File: config.mk
export PLATFORM = sky130hd
export DESIGN_NAME = wps_controller
export DESIGN_NICKNAME = d
export VERILOG_FILES = /design/src/hdl/wps_pkg.sv /design/src/hdl/wps_controller.sv
export SDC_FILE = /design/constraint.sdc
export NUM_CORES = 1
export LEC_CHECK = 0
export BUFFER_PORTS_ARGS = -buffer_cell sky130_fd_sc_hd__buf_2
export CAP_MARGIN = 10
export CORE_AREA = 2 2 39 41
export DETAILED_ROUTE_END_ITERATION = 8
export DIE_AREA = 0 0 41 43
export GPL_TIMING_DRIVEN = 0
export PLACE_DENSITY = 0.36
export SETUP_SLACK_MARGIN = 0.15
export SYNTH_ARGS = -nofsm -noshare
export SYNTH_HDL_FRONTEND = slang
export SYNTH_SLANG_ARGS = --single-unit
File: constraint.sdc
create_clock -name clk -period 1.4 [get_ports clk]
set_input_delay 0.07 -clock clk [delete_from_list [all_inputs] [get_ports clk]]
set_output_delay 0.07 -clock clk [all_outputs]
set_load 0.005 [all_outputs]
File: src/hdl/wps_pkg.sv
// Package for the waypoint sequencer: field widths, item kinds, queue entry
// layout and the command and status bundles between controller and datapath.
// No dependencies.
package wps_pkg;

  localparam int QUEUE_DEPTH = 64;
  localparam logic [30:0] HOLD_RADIUS = 31'd6554;

  typedef enum logic [1:0] {
    KIND_ADD   = 2'd0,
    KIND_POS   = 2'd1,
    KIND_CLEAR = 2'd2,
    KIND_TICK  = 2'd3
  } kind_t;

  localparam logic [1:0] WP_PASS = 2'd0;
  localparam logic [1:0] WP_HOLD = 2'd1;

  typedef struct packed {
    logic [31:0] x;
    logic [31:0] y;
    logic [15:0] yaw;
    logic [15:0] speed;
    logic [30:0] radius;
    logic        track;
    logic        hold;
    logic [1:0]  wtype;
    logic [31:0] ticks;
  } entry_t;

  typedef struct packed {
    logic capture;
    logic exec;
    logic square;
    logic compare;
    logic load;
    logic emit;
  } cmd_t;

  typedef struct packed {
    logic need_test;
    logic advance_more;
    logic out_free;
  } sts_t;

endpackage

File: src/hdl/wps_controller.sv
// Controller of the waypoint sequencer: steps each request through execute,
// square and compare on an arrival test, load on an advance, and hand-off.
// Depends on wps_pkg.
module wps_controller (
  input  logic          clk,
  input  logic          rst,
  input  logic          in_valid,
  output logic          in_stall,
  input  wps_pkg::sts_t sts,
  output wps_pkg::cmd_t cmd
);

  typedef enum logic [2:0] {
    S_IDLE,
    S_EXEC,
    S_SQUARE,
    S_COMPARE,
    S_LOAD,
    S_EMIT
  } state_t;

  state_t state;

  assign in_stall = (state != S_IDLE);

  always_comb begin
    cmd = '0;
    cmd.capture = (state == S_IDLE) && in_valid;
    cmd.exec    = (state == S_EXEC);
    cmd.square  = (state == S_SQUARE);
    cmd.compare = (state == S_COMPARE);
    cmd.load    = (state == S_LOAD);
    cmd.emit    = (state == S_EMIT) && sts.out_free;
  end

  always_ff @(posedge clk) begin
    if (rst) begin
      state <= S_IDLE;
    end else begin
      case (state)
        S_IDLE: begin
          if (in_valid) state <= S_EXEC;
        end
        S_EXEC: begin
          state <= sts.need_test ? S_SQUARE : S_EMIT;
        end
        S_SQUARE: begin
          state <= S_COMPARE;
        end
        S_COMPARE: begin
          state <= sts.advance_more ? S_LOAD : S_EMIT;
        end
        S_LOAD: begin
          state <= S_EMIT;
        end
        S_EMIT: begin
          if (sts.out_free) state <= S_IDLE;
        end
        default: begin
          state <= S_IDLE;
        end
      endcase
    end
  end

endmodule

==> results of run 1 <==
power breakdown:
group | switching (uW) | internal [uW]
logic | 66.9 | 87.9
registers | 12.2 | 98.1
clock network | 47.7 | 107
total | 127 | 293
logic make-up after synthesis:
group                  count (synthesis)  synth area share
buffers and inverters                  4           0.08238
AO/OA/AOI/OAI                          5            0.1154
AND/OR/NAND/NOR                       17            0.5385
flip-flops                             3            0.2637
worst max-delay path, cell delays in order, from the launching register on:
cell	delay [ns]
dfxtp_1	0.31
buf_6	0.11
or3_4	0.38
nor2_2	0.07
buf_2	0.11
final timing paths:
check            from       end  slack (ns)
max          state[2]    cmd[5]        0.12
min               rst  state[0]       0.008
max reg2reg  state[2]  state[0]        0.27
min reg2reg  state[0]  state[0]        0.54
cell usage in the layout, fill, tap and decap left out:
| cell | Yosys | final |
|---|---|---|
| a31oi_1 | 1 | 1 |
| nor3b_4 | 0 | 1 |
| a21oi_1 | 3 | 3 |
| clkbuf_1 | 0 | 1 |
| nand2b_1 | 1 | 1 |
| o21ai_1 | 1 | 1 |
| clkbuf_4 | 0 | 4 |
| or3_4 | 1 | 1 |
| and4b_1 | 1 | 1 |
| dfxtp_1 | 3 | 1 |
| nand3_1 | 1 | 1 |
| inv_1 | 1 | 1 |
| nor3b_2 | 1 | 1 |
| and2_1 | 1 | 1 |
| buf_2 | 3 | 12 |
| or4_1 | 1 | 1 |
| dfxtp_2 | 0 | 2 |
| nor2_4 | 0 | 1 |
| nor2_2 | 0 | 1 |
| buf_6 | 0 | 3 |
| nand2_1 | 1 | 1 |
| and3b_1 | 1 | 1 |
| nand4bb_1 | 1 | 1 |
| nand3b_1 | 2 | 2 |
| buf_4 | 0 | 2 |
| nor2_1 | 3 | 1 |
| nand4_1 | 1 | 1 |
through the flow:
step           instances  hold WS [ns]  utilization  setup slack, ns
2_1_floorplan         29        0.1391            -           0.3588
3_3_place_gp          57        0.2692       0.2224           0.2547
3_5_place_dp          57        0.2615       0.2224           0.2806
4_1_cts               63      0.008310       0.2622           0.1119
5_1_grt               64       0.01080       0.2884          0.04914
6_report              64      0.008459       0.2884           0.1180
area by class of cell:
type                            count  area (um^2)  area share
Buffer                              3        30.03     0.07524
Clock buffer                        4        26.28     0.06583
Inverter                            1        3.754    0.009404
Multi-Input combinational cell     22        170.2      0.4263
Sequential cell                     3        62.56      0.1567
Tap cell                           16        20.02     0.05016
Timing Repair Buffer               15        86.33      0.2163
routing by layer:
layer,track usage,share of wire
met4,0.08000,0.024
met5,0,0
met1,0.1086,0.44
met2,0.1000,0.48
met3,0.04712,0.055
what timing repair did:
item / 4_1_cts / 5_1_grt
buffers inserted: 2 / 1
gates resized for setup: 5 / 8
setup endpoints to repair: 2 / 7
pin swaps: 0 / 1
hold buffers: 0 / 0
==> metrics.txt, run 1 <==
Hold WC Path Type=in -> reg; n_diodes=0; post-synthesis area per instance=7.852 um^2; #FFs+latches synth=3; FILL cells=162; minimum clock period=1.282 ns; Peak Freq=780.0 MHz; initial antenna violation count=0; Die H=43 um; DRT antenna net count=0; RSZ-0062 raised after global routing=yes; DRT Pass-1 Iters=4; Max Cap Violations=0; Clk Latency, worst-skew pair=0.24 ns; P per Cell Area=1052 nW/um^2; Total GRT Usage=0.08717; Tcrit/Tclk final=0.9157; I/O pin cnt=13; cts bufs inserted=3; Slew headroom=0.9013; total core area=1384 um^2; row count=14; Lkg Pwr=0.0001908 uW; Data arrival, critical path=1.21 ns; DR DRC count=0; total gr overflow=0; nature of the critical path endpoint=primary output; CP Class=reg -> out; cell count of the worst hold path=2; Post-Syn Nets=35; CTS tree=done; critical-path maximum fanout=2; ys flop type=dfxtp_1; clock skew=0.003009 ns; Worst EP required=1.33 ns; fin nets=55; Placer Congestion=0.6333; DRT iter0 DRCs=2; ys async rst share=0; max FFs per register=3; vias=280; Total Power=419.8 uW; Chip Width=41 um; HPWL after detailed placement=419 um; die area=1763 um^2; clock root buffer master=clkbuf_4; Worst Setup Start Kind=flip-flop; DP Area=307.8 um^2; wire length per cell=9.125 um; number of global-route vias before repair=248; final setup violation count=0; Synth Instances=29; H-Tree Depth=1; Reg with most FFs=state; Synth cell types=20; Commonest cells post-synth=3 x a21oi_1, 3 x buf_2, 3 x dfxtp_1, 3 x nor2_1, 2 x nand3b_1; Yosys top cell by area=dfxtp_1; count of pins over their slew limit=0; FF-to-FF path depth=3; layout cell share with drive strength beyond 1=0.5833; EDFF count, synth=0; Worst-Margin Slew=0.1479 ns; starting density of the core=0.1646; maximum number of pins on one net before global-route repair=11; Fin. Hold Viols=0; Max VDD drop=234.5 uV; setup TNS=0 ns; fin area=399.1 um^2; Largest regs=state: 3 flops; first-pass GRT wire length=979 um; clk sinks=3; status=complete, no violations; DRT Wirelength=584 um; post-synthesis sequential area ratio=0.2637; buffers added on ports=12; Yosys warnings=0; clock tree buffer depth=2; CTS clk-pin slew, worst paths=0.04 ns; Post-Syn Area=227.7 um^2; DR vias/cell=4.375; Area Growth Syn to Fin=75.28%; Yosys top cell area share=0.2637; top post-synthesis cells by area=dfxtp_1 26%, a21oi_1 6.6%, buf_2 6.6%
Power figures use the tool's default switching activity.
==> inputs of run 2 (changes only) <==
--- a/config.mk
+++ b/config.mk
@@ -5,13 +5,14 @@
 export SDC_FILE = /design/constraint.sdc
 export NUM_CORES = 1
 export LEC_CHECK = 0
-export BUFFER_PORTS_ARGS = -buffer_cell sky130_fd_sc_hd__buf_2
+export ABC_AREA = 1
 export CAP_MARGIN = 10
 export CORE_AREA = 2 2 39 41
 export DETAILED_ROUTE_END_ITERATION = 8
 export DIE_AREA = 0 0 41 43
+export DONT_BUFFER_PORTS = 1
 export GPL_TIMING_DRIVEN = 0
-export PLACE_DENSITY = 0.36
+export PLACE_DENSITY = 0.3
 export SETUP_SLACK_MARGIN = 0.15
 export SYNTH_ARGS = -nofsm -noshare
 export SYNTH_HDL_FRONTEND = slang
==> metrics.txt, run 2 <==
status=complete, no violations; DR DRC count=0 (unchanged); HPWL after detailed placement=421.9 um (+0.69%); CTS clk-pin slew, worst paths=0.04 ns (about the same); Clk Latency, worst-skew pair=0.23 ns (about the same); FF-to-FF path depth=5 (+2); Tcrit/Tclk final=0.7775 (-0.1382); Worst-Margin Slew=0.3023 ns (+0.1544 ns); Fin. Hold Viols=0 (unchanged); DR vias/cell=3.871 (-12%); I/O pin cnt=13 (unchanged); Die H=43 um (unchanged); clk sinks=3 (unchanged); clock skew=0.002154 ns (-0.0008548 ns); Post-Synth Adder-Cell Area=0 (unchanged); Reg2Reg Setup Slack=0.32 ns (+0.05 ns); post-synthesis area per instance=5.443 um^2 (-31%); Sw Ratio=0.3421 (+0.04001); share of total power in sequential cells=0.325 (+0.062); Max VDD drop=266.6 uV (+14%); Lkg Pwr=0.0001577 uW (-17%); P per Cell Area=1312 nW/um^2 (+25%); maximum number of pins on one net before global-route repair=7 (-4); Placer Congestion=0.6463 (+2.1%); first-pass GRT wire length=903 um (-7.8%); EDFF count, synth=0 (unchanged); minimum clock period=1.088 ns (-0.1935 ns); Synth cell types=11 (-45%); CP Cell Sequence=nor2_1 > nand2_1 > nor2_1; buffers added on ports=0 (-12); Synth Area in XOR/XNOR=0 (unchanged); n_diodes=0 (unchanged); total gr overflow=0 (unchanged); count of pins over their slew limit=0 (unchanged); number of global-route vias before repair=242 (-2.4%); Total Power=372.6 uW (-11%); DRT Pass-1 Iters=4 (unchanged); Yosys top cell area share=0.2759 (+0.01213); combinational share of power=0.280 (-0.089); Reg with most FFs=state; CP Class=reg -> out; Clock Power Share=0.396 (+0.027); Peak Freq=918.7 MHz (+18%); Hold WC Path Type=in -> reg; Data arrival, critical path=1.02 ns (-0.19 ns); initial antenna violation count=0 (unchanged); final setup violation count=0 (unchanged); setup TNS=0 ns (unchanged); nature of the critical path endpoint=primary output; Hold Crit Start=rst; CP max stage cell=dfxtp_1; wire length per cell=8.177 um (-10%); Commonest cells post-synth=11 x inv_1, 9 x nor2_1, 7 x nand2_1; cell count of the worst hold path=2 (unchanged); DRT iter0 DRCs=2 (unchanged); worst r2r src=state[2]; Chip Width=41 um (unchanged); Largest regs=state: 3 flops; DRT antenna net count=0 (unchanged); Most common cell on crit path=nor2_1; layout cell share with drive strength beyond 1=0.1304 (-0.4529); clock root buffer master=clkbuf_4; CP Buf/Inv Count=0 (-2); combinational family with the most area after synthesis=simple AND/OR/NAND/NOR gates; Total GRT Usage=0.08233 (-0.004845); total core area=1384 um^2 (unchanged); count leader, synth=inv_1; Post-Syn Nets=46 (+31%); Yosys top cell by area=dfxtp_1; Hold EP=state[2]; most frequent cells in the layout=11 x inv_1, 9 x nor2_1, 7 x nand2_1; top post-synthesis cells by area=dfxtp_1 28%, inv_1 19%, nor2_1 16%; ys flop type=dfxtp_1; CTS tree=done; simple-gate area share of the yosys netlist=0.4195 (-0.1189); most common cell after layout, fill and taps aside=inv_1; fin nets=53 (-3.6%); row count=14 (unchanged); CP delay by family, top=simple AND/OR/NAND/NOR gates; critical-path maximum fanout=6 (+4); starting density of the core=0.1573 (-0.007233); max FFs per register=3 (unchanged); vias=240 (-14%); die area=1763 um^2 (unchanged); clock tree buffer depth=2 (unchanged); Compound-Gate Fraction of Synth Area=0.09770 (-0.01768); Worst Setup Start Kind=flip-flop; Yosys warnings=0 (unchanged); Area Growth Syn to Fin=30.46%; H-Tree Depth=1 (unchanged); Synth Instances=40 (+38%); Psw=127.5 uW (+0.51%); post-synthesis mux area share=0 (unchanged); Max Cap Violations=0 (unchanged); Worst EP required=1.33 ns (about the same); Max stage delay on crit path=0.34 ns (-0.04 ns); Internal Power=245.1 uW (-16%); RSZ-0062 raised after global routing=no; post-synthesis sequential area ratio=0.2759 (+0.01213); DRT Wirelength=507 um (-13%); setup repair bufs after CTS=0 (-2); Post-Syn Area=217.7 um^2 (-4.4%); ys async rst share=0 (unchanged); R2R Path End=state[0]; #FFs+latches synth=3 (unchanged); cts bufs inserted=3 (unchanged); Slew headroom=0.7969 (-0.1044)
-- run 2: cell types whose count changed in the layout (fill, tap and decap cells not counted), moves of 3 or more --
cell     change
buf_2       -12
buf_6        -3
inv_1       +10
nand2_1      +6
nand3_1      +3
nor2_1       +8
-- run 2: what timing repair did --
| item | CTS | global route |
|---|---|---|
| resized for setup | 0 | 0 |
| hold buffers | 2 | 0 |
| endpoints found under the hold margin | 2 | 0 |
-- run 2: stage by stage --
step	setup WS (ns)	instance area, um^2	hold slack [ns]	util	std cells
4_1_cts	0.2898	284.0	0.007411	0.2052	62
6_report	0.3115	284.0	0.009657	0.2052	62
3_3_place_gp	0.2902	237.7	0.1372	0.1718	56
5_1_grt	0.1531	284.0	0.02647	0.2052	62
2_1_floorplan	0.4459	217.7	0.1324	-	40
3_5_place_dp	0.3156	237.7	0.1363	0.1718	56
-- run 2: power by group through the flow --
stage / Combinational, uW / Sequential [uW] / Clock (uW)
finish: 104 / 121 / 147
global route: 129 / 125 / 160
CTS: 108 / 121 / 155
detailed placement: 101 / 123 / 0
global placement: 104 / 124 / 0
floorplan: 85.5 / 118 / 0
-- run 2: how the worst max path moves through the flow --
stage	from	endpoint	slack [ns]	cells after the start
2_1_floorplan	state[1]	state[0]	0.45	6
3_3_place_gp	state[2]	state[0]	0.29	5
3_5_place_dp	state[2]	state[0]	0.32	5
4_1_cts	state[1]	cmd[5]	0.29	3
5_1_grt	state[1]	cmd[5]	0.15	3
6_report	state[1]	cmd[5]	0.31	3
-- run 2: layer usage --
metal  GRT usage  wire [um]  vias up
met1     0.08039        203      105
met4     0.06000          0        0
met5           0          0        -
li1            -          -      131
met2      0.1219        282        4
met3     0.04712         21        0
-- run 2: area by class of cell --
| class | instances | area, um^2 |
|---|---|---|
| Clock buffer | 4 | 26.28 |
| Fill cell | 172 | 1100 |
| Inverter | 12 | 45.04 |
| Multi-Input combinational cell | 25 | 112.6 |
| Sequential cell | 3 | 60.06 |
| Tap cell | 16 | 20.02 |
| Timing Repair Buffer | 2 | 20.02 |
-- run 2: kinds of logic after synthesis --
| group | Yosys count |
|---|---|
| simple gates | 22 |
| compound gates | 3 |
| buf+inv | 12 |
| flops | 3 |
-- run 2: worst reg2reg max path, cell delays in order (launching register included) --
cell and delay, ns:
dfxtp_1 0.43, nand3_1 0.14, nor2_1 0.19, nor2_1 0.07, nand2_1 0.08, a21oi_2 0.05
